===== config.mk =====
export PLATFORM = sky130hd
export DESIGN_NAME = epipolar_distance_stats
export DESIGN_NICKNAME = d
export VERILOG_FILES = /design/src/design/epd_pkg.sv /design/src/design/epd_div.sv /design/src/design/epipolar_distance_stats.sv
export SDC_FILE = /design/constraint.sdc
export NUM_CORES = 2
export LEC_CHECK = 0
export ABC_CLOCK_PERIOD_IN_PS = 11700
export BUFFER_PORTS_ARGS = -buffer_cell sky130_fd_sc_hd__buf_2
export CORE_ASPECT_RATIO = 0.7
export CORE_MARGIN = 2
export CORE_UTILIZATION = 40
export CTS_CLUSTER_SIZE = 30
export DETAILED_ROUTE_END_ITERATION = 7
export HOLD_SLACK_MARGIN = 0.15
export PLACE_DENSITY = 0.58
export SETUP_SLACK_MARGIN = 0.5
export SLEW_MARGIN = 20
export SYNTH_ARGS = -nofsm -noshare
export SYNTH_HDL_FRONTEND = slang
export SYNTH_HIERARCHICAL = 1
export SYNTH_SLANG_ARGS = --single-unit

===== constraint.sdc =====
create_clock -name clk -period 11.7 [get_ports clk]
set_input_delay 1.755 -clock clk [delete_from_list [all_inputs] [get_ports clk]]
set_output_delay 1.755 -clock clk [all_outputs]
set_load 0.02 [all_outputs]

===== src/design/epd_pkg.sv =====
// Shared types and constants for the epipolar distance statistics block.
// No dependencies; imported by epd_div and epipolar_distance_stats.
`default_nettype none

package epd_pkg;

  localparam int unsigned MAX_POINTS_DEF = 65536;

  localparam int unsigned COORD_W = 16;
  localparam int unsigned ERR_W   = 24;
  localparam int unsigned OCNT_W  = 17;
  localparam int unsigned CFG_W   = 64;
  localparam int unsigned CIDX_W  = 3;
  localparam int unsigned DIVR_W  = 32;  // divisor and partial remainder
  localparam int unsigned QUO_W   = 24;  // quotient bits per division

  localparam logic [ERR_W-1:0] ERR_MAX = '1;

  typedef enum logic [CIDX_W-1:0] {
    CFG_ROW1_AB = 3'd0,
    CFG_C1_A2   = 3'd1,
    CFG_ROW2_BC = 3'd2,
    CFG_ROW3_AB = 3'd3,
    CFG_ROW3_C  = 3'd4
  } cfg_idx_t;

  typedef enum logic [3:0] {
    ST_IDLE,
    ST_LINE,
    ST_ABS,
    ST_NORM,
    ST_SIGN,
    ST_PROD,
    ST_SQRT,
    ST_PREP,
    ST_DIV,
    ST_STAT,
    ST_MEAN,
    ST_EMIT
  } state_t;

  typedef struct packed {
    logic [COORD_W-1:0] left_x;
    logic [COORD_W-1:0] left_y;
    logic [COORD_W-1:0] right_x;
    logic [COORD_W-1:0] right_y;
    logic               last_of_set;
  } in_t;

  typedef struct packed {
    logic [ERR_W-1:0]  point_error;
    logic              line_degenerate;
    logic              set_done;
    logic [ERR_W-1:0]  average_error;
    logic [ERR_W-1:0]  max_error;
    logic [ERR_W-1:0]  min_error;
    logic [OCNT_W-1:0] point_count;
  } out_t;

  typedef struct packed {
    logic load;
    logic step;
  } div_ctrl_t;

endpackage

`default_nettype wire


===== src/design/epd_div.sv =====
// Bit-serial restoring divider, one quotient bit per cycle while step is asserted.
// Depends on epd_pkg; shared by the point error and the set mean.
`default_nettype none

module epd_div
  import epd_pkg::*;
(
  input  wire logic              clk,
  input  div_ctrl_t              ctrl,
  input  wire logic [DIVR_W-1:0] rem_init,
  input  wire logic [QUO_W-1:0]  low_init,
  input  wire logic [DIVR_W-1:0] divisor,
  output logic      [QUO_W-1:0]  quotient
);

  logic [DIVR_W-1:0] drem;
  logic [QUO_W-1:0]  dlow;
  logic [DIVR_W-1:0] dsr;
  logic [DIVR_W:0]   trial;
  logic              ge;

  assign trial = {drem, dlow[QUO_W-1]};
  assign ge    = trial >= {1'b0, dsr};

  always_ff @(posedge clk) begin
    if (ctrl.load) begin
      drem     <= rem_init;
      dlow     <= low_init;
      dsr      <= divisor;
      quotient <= '0;
    end else if (ctrl.step) begin
      drem     <= ge ? DIVR_W'(trial - {1'b0, dsr}) : trial[DIVR_W-1:0];
      dlow     <= {dlow[QUO_W-2:0], 1'b0};
      quotient <= {quotient[QUO_W-2:0], ge};
    end
  end

endmodule

`default_nettype wire


===== src/design/epipolar_distance_stats.sv =====
// Sequence: accept, line coefficients, absolute values, normalise, sign restore, products,
// square root, divide prep, divide (no divide when the error saturates), statistics update,
// mean divide on the last beat of a set, output. A degenerate line goes from the absolute
// values straight to the statistics update. One item at a time: no new item is accepted
// until the previous result has been emitted; the output step waits while a held result
// is stalled. Synchronous reset clears control, statistics, F registers.
`default_nettype none

module epipolar_distance_stats
  import epd_pkg::*;
#(
  parameter int unsigned MAX_POINTS = MAX_POINTS_DEF
) (
  input  wire logic              clk,
  input  wire logic              rst,
  input  wire logic              in_valid,
  output logic                   in_stall,
  input  in_t                    in_data,
  output logic                   out_valid,
  input  wire logic              out_stall,
  output out_t                   out_data,
  input  wire logic              cfg_en,
  input  wire logic [CIDX_W-1:0] cfg_index,
  input  wire logic [CFG_W-1:0]  cfg_data
);

  localparam int unsigned CNT_W  = $clog2(MAX_POINTS + 1);
  localparam int unsigned SUM_W  = ERR_W + CNT_W;
  localparam int unsigned LINE_W = 50;
  localparam int unsigned MAG_W  = LINE_W - 1;
  localparam int unsigned MUL_W  = 24;
  localparam int unsigned N_W    = 56;
  localparam int unsigned SQ_W   = 49;
  localparam int unsigned RT_W   = 32;
  localparam int unsigned REM_W  = 35;

  state_t state, state_next;

  logic [CFG_W-1:0] f_r1ab, f_c1a2, f_r2bc, f_r3ab;
  logic [31:0]      f_r3c;

  logic [COORD_W-1:0] x1_sh, y1_sh;
  logic [COORD_W-1:0] x2_q, y2_q;
  logic               last_q;
  logic [4:0]         cnt;

  logic signed [LINE_W-1:0] acc_a, acc_b, acc_c;
  logic [MAG_W-1:0]         mag_a, mag_b, mag_c;
  logic                     neg_a, neg_b, neg_c;
  logic signed [MUL_W:0]    a_s, b_s;
  logic [MUL_W-1:0]         xs, ys, as_sh, bs_sh;
  logic signed [N_W-1:0]    n_acc;
  logic [SQ_W-1:0]          sq;
  logic [SQ_W-1:0]          sq_step;
  logic [63:0]              v_sh;
  logic [REM_W-1:0]         srem;
  logic [RT_W-1:0]          root;
  logic                     degen_q, sat_q;
  logic [ERR_W-1:0]         err_q;

  logic [SUM_W-1:0] error_sum;
  logic [CNT_W-1:0] pair_count;
  logic [ERR_W-1:0] running_max, running_min;

  logic [SUM_W-1:0] sum_next;
  logic [CNT_W-1:0] count_next;
  logic [ERR_W-1:0] max_next, min_next, err_now;

  div_ctrl_t         dctl;
  logic [DIVR_W-1:0] d_rem, d_dsr;
  logic [QUO_W-1:0]  d_low, quo;

  logic [N_W-1:0]   num;
  logic             sat_now;
  logic [REM_W-1:0] rem_n, s_trial;
  logic             norm_big;

  logic signed [LINE_W-1:0] ta_a, ta_b, ta_c;
  logic signed [N_W-1:0]    tn_a, tn_b, tn_c;

  epd_div u_div (
    .clk      (clk),
    .ctrl     (dctl),
    .rem_init (d_rem),
    .low_init (d_low),
    .divisor  (d_dsr),
    .quotient (quo)
  );

  // Line coefficients: MSB-first shift-add, the constant term enters at bit four
  always_comb begin
    ta_a = acc_a <<< 1;
    ta_b = acc_b <<< 1;
    ta_c = acc_c <<< 1;
    if (x1_sh[COORD_W-1]) begin
      ta_a = ta_a + LINE_W'($signed(f_r1ab[63:32]));
      ta_b = ta_b + LINE_W'($signed(f_c1a2[31:0]));
      ta_c = ta_c + LINE_W'($signed(f_r3ab[63:32]));
    end
    if (y1_sh[COORD_W-1]) begin
      ta_a = ta_a + LINE_W'($signed(f_r1ab[31:0]));
      ta_b = ta_b + LINE_W'($signed(f_r2bc[63:32]));
      ta_c = ta_c + LINE_W'($signed(f_r3ab[31:0]));
    end
    if (cnt == 5'd4) begin
      ta_a = ta_a + LINE_W'($signed(f_c1a2[63:32]));
      ta_b = ta_b + LINE_W'($signed(f_r2bc[31:0]));
      ta_c = ta_c + LINE_W'($signed(f_r3c));
    end
  end

  always_comb begin
    tn_a = xs[MUL_W-1] ? N_W'(a_s) : '0;
    tn_b = ys[MUL_W-1] ? N_W'(b_s) : '0;
    tn_c = (cnt == 5'd4) ? N_W'(acc_c) : '0;
  end

  assign sq_step  = {sq[SQ_W-2:0], 1'b0}
                  + (as_sh[MUL_W-1] ? SQ_W'(mag_a[MUL_W-1:0]) : '0)
                  + (bs_sh[MUL_W-1] ? SQ_W'(mag_b[MUL_W-1:0]) : '0);
  assign norm_big = (mag_a[MAG_W-1:MUL_W] != '0) || (mag_b[MAG_W-1:MUL_W] != '0);
  assign rem_n    = {srem[REM_W-3:0], v_sh[63:62]};
  assign s_trial  = {1'b0, root, 2'b01};
  assign num      = n_acc[N_W-1] ? N_W'(-n_acc) : N_W'(n_acc);
  assign sat_now  = num >= N_W'({root, 5'b0});

  // Statistics update for the current beat
  always_comb begin
    err_now    = sat_q ? ERR_MAX : quo;
    sum_next   = error_sum;
    count_next = pair_count;
    max_next   = running_max;
    min_next   = running_min;
    if (pair_count < CNT_W'(MAX_POINTS)) begin
      sum_next   = error_sum + SUM_W'(err_now);
      count_next = pair_count + 1'b1;
      if (err_now > running_max) max_next = err_now;
      if (err_now < running_min) min_next = err_now;
    end
  end

  always_comb begin
    state_next = state;
    in_stall   = 1'b1;
    dctl       = '0;
    d_rem      = DIVR_W'(num >> 5);
    d_low      = {num[4:0], 19'b0};
    d_dsr      = root;
    unique case (state)
      ST_IDLE: begin
        in_stall = 1'b0;
        if (in_valid) state_next = ST_LINE;
      end
      ST_LINE: if (cnt == '0) state_next = ST_ABS;
      ST_ABS: begin
        if (acc_a == '0 && acc_b == '0) state_next = ST_STAT;
        else state_next = ST_NORM;
      end
      ST_NORM: if (!norm_big) state_next = ST_SIGN;
      ST_SIGN: state_next = ST_PROD;
      ST_PROD: if (cnt == '0) state_next = ST_SQRT;
      ST_SQRT: if (cnt == '0) state_next = ST_PREP;
      ST_PREP: begin
        dctl.load  = 1'b1;
        state_next = sat_now ? ST_STAT : ST_DIV;
      end
      ST_DIV: begin
        dctl.step = 1'b1;
        if (cnt == '0) state_next = ST_STAT;
      end
      ST_STAT: begin
        d_rem      = DIVR_W'(sum_next >> ERR_W);
        d_low      = sum_next[ERR_W-1:0];
        d_dsr      = DIVR_W'(count_next);
        dctl.load  = last_q;
        state_next = last_q ? ST_MEAN : ST_EMIT;
      end
      ST_MEAN: begin
        dctl.step = 1'b1;
        if (cnt == '0) state_next = ST_EMIT;
      end
      ST_EMIT: if (!(out_valid && out_stall)) state_next = ST_IDLE;
      default: state_next = ST_IDLE;
    endcase
  end

  always_ff @(posedge clk) begin
    if (rst) state <= ST_IDLE;
    else     state <= state_next;
  end

  always_ff @(posedge clk) begin
    if (rst) begin
      f_r1ab <= '0;
      f_c1a2 <= '0;
      f_r2bc <= '0;
      f_r3ab <= '0;
      f_r3c  <= '0;
    end else if (cfg_en) begin
      unique case (cfg_index)
        CFG_ROW1_AB: f_r1ab <= cfg_data;
        CFG_C1_A2:   f_c1a2 <= cfg_data;
        CFG_ROW2_BC: f_r2bc <= cfg_data;
        CFG_ROW3_AB: f_r3ab <= cfg_data;
        CFG_ROW3_C:  f_r3c  <= cfg_data[31:0];
        default: ;
      endcase
    end
  end

  // Datapath
  always_ff @(posedge clk) begin
    case (state)
      ST_IDLE: begin
        x1_sh   <= in_data.left_x;
        y1_sh   <= in_data.left_y;
        x2_q    <= in_data.right_x;
        y2_q    <= in_data.right_y;
        last_q  <= in_data.last_of_set;
        acc_a   <= '0;
        acc_b   <= '0;
        acc_c   <= '0;
        degen_q <= 1'b0;
        sat_q   <= 1'b0;
        cnt     <= 5'd15;
      end
      ST_LINE: begin
        acc_a <= ta_a;
        acc_b <= ta_b;
        acc_c <= ta_c;
        x1_sh <= {x1_sh[COORD_W-2:0], 1'b0};
        y1_sh <= {y1_sh[COORD_W-2:0], 1'b0};
        cnt   <= cnt - 1'b1;
      end
      ST_ABS: begin
        neg_a <= acc_a[LINE_W-1];
        neg_b <= acc_b[LINE_W-1];
        neg_c <= acc_c[LINE_W-1];
        mag_a <= acc_a[LINE_W-1] ? MAG_W'(-acc_a) : MAG_W'(acc_a);
        mag_b <= acc_b[LINE_W-1] ? MAG_W'(-acc_b) : MAG_W'(acc_b);
        mag_c <= acc_c[LINE_W-1] ? MAG_W'(-acc_c) : MAG_W'(acc_c);
        if (acc_a == '0 && acc_b == '0) begin
          degen_q <= 1'b1;
          sat_q   <= 1'b1;
        end
      end
      ST_NORM: begin
        // truncate toward zero: shift the magnitudes
        if (norm_big) begin
          mag_a <= mag_a >> 1;
          mag_b <= mag_b >> 1;
          mag_c <= mag_c >> 1;
        end
      end
      ST_SIGN: begin
        a_s   <= neg_a ? -$signed({1'b0, mag_a[MUL_W-1:0]})
                       : $signed({1'b0, mag_a[MUL_W-1:0]});
        b_s   <= neg_b ? -$signed({1'b0, mag_b[MUL_W-1:0]})
                       : $signed({1'b0, mag_b[MUL_W-1:0]});
        acc_c <= neg_c ? -$signed({1'b0, mag_c}) : $signed({1'b0, mag_c});
        xs    <= MUL_W'(x2_q);
        ys    <= MUL_W'(y2_q);
        as_sh <= mag_a[MUL_W-1:0];
        bs_sh <= mag_b[MUL_W-1:0];
        n_acc <= '0;
        sq    <= '0;
        cnt   <= 5'd23;
      end
      ST_PROD: begin
        n_acc <= (n_acc <<< 1) + tn_a + tn_b + tn_c;
        sq    <= sq_step;
        xs    <= {xs[MUL_W-2:0], 1'b0};
        ys    <= {ys[MUL_W-2:0], 1'b0};
        as_sh <= {as_sh[MUL_W-2:0], 1'b0};
        bs_sh <= {bs_sh[MUL_W-2:0], 1'b0};
        if (cnt == '0) begin
          cnt  <= 5'd31;
          srem <= '0;
          root <= '0;
          v_sh <= {1'b0, sq_step, 14'b0};
        end else begin
          cnt <= cnt - 1'b1;
        end
      end
      ST_SQRT: begin
        // one root bit per cycle, two radicand bits in
        v_sh <= {v_sh[61:0], 2'b00};
        if (rem_n >= s_trial) begin
          srem <= rem_n - s_trial;
          root <= {root[RT_W-2:0], 1'b1};
        end else begin
          srem <= rem_n;
          root <= {root[RT_W-2:0], 1'b0};
        end
        cnt <= cnt - 1'b1;
      end
      ST_PREP: begin
        if (sat_now) sat_q <= 1'b1;
        cnt <= 5'd23;
      end
      ST_DIV:  cnt <= cnt - 1'b1;
      ST_STAT: begin
        err_q <= err_now;
        cnt   <= 5'd23;
      end
      ST_MEAN: cnt <= cnt - 1'b1;
      default: ;
    endcase
  end

  // Statistics and output register
  always_ff @(posedge clk) begin
    if (rst) begin
      error_sum   <= '0;
      pair_count  <= '0;
      running_max <= '0;
      running_min <= ERR_MAX;
      out_valid   <= 1'b0;
    end else begin
      if (state == ST_STAT) begin
        error_sum   <= sum_next;
        pair_count  <= count_next;
        running_max <= max_next;
        running_min <= min_next;
      end
      if (state == ST_EMIT && !(out_valid && out_stall)) begin
        out_valid                <= 1'b1;
        out_data.point_error     <= err_q;
        out_data.line_degenerate <= degen_q;
        out_data.set_done        <= last_q;
        out_data.average_error   <= last_q ? quo : '0;
        out_data.max_error       <= last_q ? running_max : '0;
        out_data.min_error       <= last_q ? running_min : '0;
        out_data.point_count     <= last_q ? OCNT_W'(pair_count) : '0;
        if (last_q) begin
          error_sum   <= '0;
          pair_count  <= '0;
          running_max <= '0;
          running_min <= ERR_MAX;
        end
      end else if (out_valid && !out_stall) begin
        out_valid <= 1'b0;
      end
    end
  end

endmodule

`default_nettype wire


; ---- Word-level counts from Yosys, hierarchy flattened
; Cells that the tools add are included.
; W data, S select, Z words.
[word_totals]
ff_bits = 1401
input_bits = 137
out_inout_bits = 117
elab_cells = 248
[op_classes]
n_addsub = 26
n_lt_le_gt_ge = 6
n_eq_ne = 27
n_mux = 96
bitwise_logic = 1
reduce_logical = 38
[ops]
columns = cell, count
row1 = $mux W50, 10
row2 = $add A50 B32 Y50, 9
row3 = $mux W24, 18
row4 = $mux W49, 6
row5 = $pmux W49 S2, 3
row6 = $mux W56, 4
row7 = $pmux W50 S2, 2
row8 = $pmux W24 S2, 4
row9 = $add A56 B56 Y56, 3
row10 = $mux W41, 4
row11 = $mux W32, 5
row12 = $pmux W50 S3, 1
row13 = $neg A49 Y49, 3
row14 = $pmux W64 S2, 1
row15 = $pmux W56 S2, 1
row16 = $logic_not A50 Y1, 2
row17 = $add A49 B24 Y49, 2
row18 = $pmux W48 S2, 1
row19 = $mux W17, 5
row20 = $mux W33, 2
row21 = $pmux W33 S2, 1
row22 = $mux W64, 1
row23 = $pmux W16 S2, 2
row24 = $pmux W32 S2, 1
row25 = other kinds (47), 103

; ---- Logic depth before layout (Yosys ltp)
[depth]
ltp_word = 7
mapped_depth = 40
mapped_depth_nobuf = 40

; ---- Cells and area by module
; The synthesis kept the hierarchy.
[modules_own_cells]
columns = mod, instances, cells_each, area_per_inst_um2
row1 = epipolar_distance_stats, 1, 10666, 93738.7
row2 = epd_div, 1, 602, 6508.7

; ---- Worst setup path before layout
; No wires, ideal clock.
[synth_timing]
path_type = flip-flop to flip-flop
startpoint = reg state[3]
endpoint = reg acc_c[0], enable pin
setup_time_ps = 527
arrival_time_ps = 12022
required_ps = 11173
path_slack_ps = -848
stages_incl_launch_ff = 8
path_buffers = 3
synth_period_minus_slack_ps = 12548
path_cell_list = dfxtp_1 -> clkbuf_1 -> nand2b_1 -> nor2_1 -> nand2_1 -> clkbuf_1 -> buf_1 -> o21ai_0
[synth_via]
elab_chain_cells = 2
word_cells_on_any_way = 4
classes_between = 2 x eq/ne / 2 x reduce/logical
[synth_lines]
columns = item, line
row1 = "start, declared", epipolar_distance_stats.sv:37  ; state_t state, state_next;
row2 = "start signal, assigned", epipolar_distance_stats.sv:189  ; else state <= state_next;
row3 = $eq A4 B3 Y1 (tied with other cells), epipolar_distance_stats.sv:213  ; case (state)
row4 = $reduce_bool A3 Y1 (no source line) (*), n/a
row5 = "end signal, assigned", epipolar_distance_stats.sv:230  ; acc_c <= ta_c;
row6 = "end signal, assigned", epipolar_distance_stats.sv:260  ; acc_c <= neg_c ? -$signed({1'b0, mag_c}) : $signed({1'b0, mag_c});
row7 = "end, declared", epipolar_distance_stats.sv:47  ; logic signed [LINE_W-1:0] acc_a, acc_b, acc_c;
; Every way passes the cells marked *; elsewhere a longest branch is shown, timed or not.
; A chain may end at the register's enable or synchronous reset.

; ---- Final worst setup path
[layout_timing]
startpoint = reg acc_a[0]
endpoint = reg acc_a[49], data pin
[layout_via]
elab_chain_cells = 7
[layout_lines]
columns = item, line
row1 = "start, declared", epipolar_distance_stats.sv:47
row2 = "start signal, assigned", epipolar_distance_stats.sv:228  ; acc_a <= ta_a;
row3 = $add A50 B32 Y50, epipolar_distance_stats.sv:96  ; ta_a = ta_a + LINE_W'($signed(f_r1ab[63:32]));
row4 = $mux W50 (*), epipolar_distance_stats.sv:95  ; if (x1_sh[COORD_W-1]) begin
row5 = $add A50 B32 Y50, epipolar_distance_stats.sv:101  ; ta_a = ta_a + LINE_W'($signed(f_r1ab[31:0]));
row6 = $mux W50 (*), epipolar_distance_stats.sv:100  ; if (y1_sh[COORD_W-1]) begin
row7 = $add A50 B32 Y50, epipolar_distance_stats.sv:106  ; ta_a = ta_a + LINE_W'($signed(f_c1a2[63:32]));
row8 = $mux W50 (*), epipolar_distance_stats.sv:105  ; if (cnt == 5'd4) begin
row9 = $pmux W50 S2 (*), epipolar_distance_stats.sv:213
; Marks and branches as above.

==> flow_summary.ini <==
[floorplanning]
ios = 254
placementRows = 153
core_mm2 = 0.249
die_y_um = 423
die_area_mm2 = 0.255
start_util_pct = 40.3
die_x_um = 602

[setup_path]
end_kind = register
slowest_delay_ns = 0.91
crit_required_ns = 12.39
crit_buf_inv = 2
crit_path_start = acc_a[0]
reg2reg_slack_ns = 1.54
slowest_stage = a2111oi_1
cp_data_arrival_time_ns = 10.85
cp-start-kind = register
reg2reg_from = acc_a[0]
crit_family = compound AO/OA/AOI/OAI gates
worstSetupPathType = reg -> reg
cp_max_fo = 6

[clock_network]
ctsHoldBuffers = 0
htreeDepth = 4
clkTransAtPathRegs_ns = 0.06
cts_tree = yes
numCtsBuffers = 163
clock_path_buffers = 4
cts_resized = 0
insertion_delay_ns = 0.85
root_buffer = clkbuf_16
clock-sinks = 1387
cts_setup_buffers = 0

[synth]
synthCells = 11268
synthArstFlopShare_pct = 0
ys_types = 105
yosys.area.top_type = edfxtp_1
synth_top_cell_area_share_pct = 28.9
synth_most_common_cell = nand2_1
netlist_top_cells_count = 1,807 x nand2_1, 1,056 x a21oi_1, 964 x edfxtp_1
ys.flop_type = edfxtp_1
synth-edff-count = 964
syn_area_mm2 = 0.100
avgSynthCellArea_um2 = 8.90
synthTopCellsByArea = edfxtp_1 29%, ha_1 8.8%, dfxtp_1 8.4%, nand2_1 6.8%, a21oi_1 5.3%
ys_ff_latch = 1387
ys_warn_count = 6
yosysSeqAreaShare_pct = 37.3
syn-num-nets = 12252

[sta]
final.period_utilization_pct = 86.9
fin_skew_ns = 0.0725
maxSlewHeadroom_pct = 21.9
worst_slack_ns = 1.54
worst_pin_slew_ns = 1.17
finalHoldViolations = 0
fin_crit_ns = 10.16
rsz0062_at_grt = false
fin_tns_setup_ns = 0
fmax_mhz = 98.4
finalSetupViolCount = 0
finalMaxSlewViolations = 0

[route]
vias = 85314
drt_pre_antenna_iters = 6
drt_iter0_markers = 9106
avgRoutedWirePerCell_um = 22.9
drc = 0
detail-route-antenna-nets = 0
vias_per_cell = 5.79
wl_mm = 338

[global_route]
met1_usage_pct = 39.5
grt_pass1_vias = 80027
grt_pass1_wl_mm = 507
antenna_found_initial = 27
top_usage_layer = met1
grt_start_max_net_pins = 171
grt_util_met2_pct = 36.2
grtUsageMet3_pct = 5.37
grt.total_usage_pct = 25.7
overflow = 0

[place]
hpwlAfterDp_mm = 252
routabilityCongestion = 0.979
io_buffers = 253
dp_slack_ns = 1.96

[worst_hold_path]
hp-start = err_q[3]
min_path_type = reg -> reg

[power_and_ir_drop]
p_leak_uw = 0.0457
power_density_mw_per_mm2 = 175
ir_drop_uv = 133

[final_layout]
nets = 12252
fillers = 24143
synthToLayoutAreaGrowth_pct = 9.82
drive_gt1_share_pct = 7.88

[outcome]
status = finished clean

[job]
cap_violations = 0
-- layout by cell type (no fill, tap or decap), types with 83 or more instances in the layout --
cell	count
a21oi_1	1054
nor3_1	122
dfxtp_1	422
nand4_1	107
mux2i_1	128
xnor2_1	448
edfxtp_1	964
o21bai_1	106
a21o_1	402
clkbuf_16	170
fa_1	145
mux2_2	164
o21ai_0	655
nand3_1	144
nor2b_1	100
nor2_1	796
buf_2	252
and2_1	303
or3_1	83
nand2_1	1801
inv_1	364
xor2_1	430
nand2b_1	97
ha_1	702
o31ai_1	116
a211oi_1	130
-- sequential cells by signal (all words and copies together), names as in the netlist, 33 cells and up --
register / cells
out_data: 115
f_c1a2: 64
f_r1ab: 64
f_r2bc: 64
f_r3ab: 64
n_acc: 56
acc_a: 50
acc_b: 50
acc_c: 50
v_sh: 50
mag_a: 49
mag_b: 49
mag_c: 49
sq: 48
error_sum: 41
srem: 33
-- path summary, 6_finish.rpt --
| check | end | cells after the start |
|---|---|---|
| worst max-delay path | acc_a[49] | 33 |
| worst min-delay path | out_data[94] | 0 |
| worst max register to register | acc_a[49] | 33 |
| worst min register to register | out_data[94] | 0 |
-- routing by layer --
metal  routed length [um]  share of wire, %  up-vias
met5                   69             0.020        -
met4                 8620               2.6       10
met3                30900               9.1      440
met2               134000                40     3318
met1               164000                48    41085
li1                     -                 -    40461
-- power by group --
part / switching [uW] / total, uW / internal, uW / leakage [uW]
Clock: 2220 / 5270 / 3050 / 0.00257
Sequential: 681 / 6770 / 6090 / 0.0130
Combinational: 4730 / 7200 / 2480 / 0.0301
-- cell type report --
type	count	area, um2	share of cell area (%)
inverters	370	1390	1.26
multi-input cells	9004	59700	54.3
flip-flops and latches	1387	37400	34.0
clock buffers	210	4500	4.09
repair buffers	342	2030	1.85
well taps	3332	4170	3.79
diodes	9	22.5	0.0205
clock inverters	79	815	0.740
-- per-stage QoR --
step	utilization [%]	hold slack (ns)	power, uW	instance area, um2	std cells
5_1_grt	44.2	0.414	20300	110000	14724
4_1_cts	44.2	0.401	19200	110000	14724
3_5_place_dp	42.1	0.405	13900	105000	14435
2_1_floorplan	-	0.400	11500	100000	11268
3_3_place_gp	42.1	0.405	13800	105000	14435
6_report	44.2	0.407	19200	110000	14733
-- logic make-up after synthesis --
family                   synth area share (%)
XOR/XNOR                                 7.67
AND/OR/NAND/NOR                          17.7
flip-flops                               37.3
adder cells (fa/ha/maj)                  11.7
buffers and inverters                    3.31
multiplexers                             3.12
AO/OA/AOI/OAI                            19.2
No activity file was read; power rests on OpenSTA's default activity.
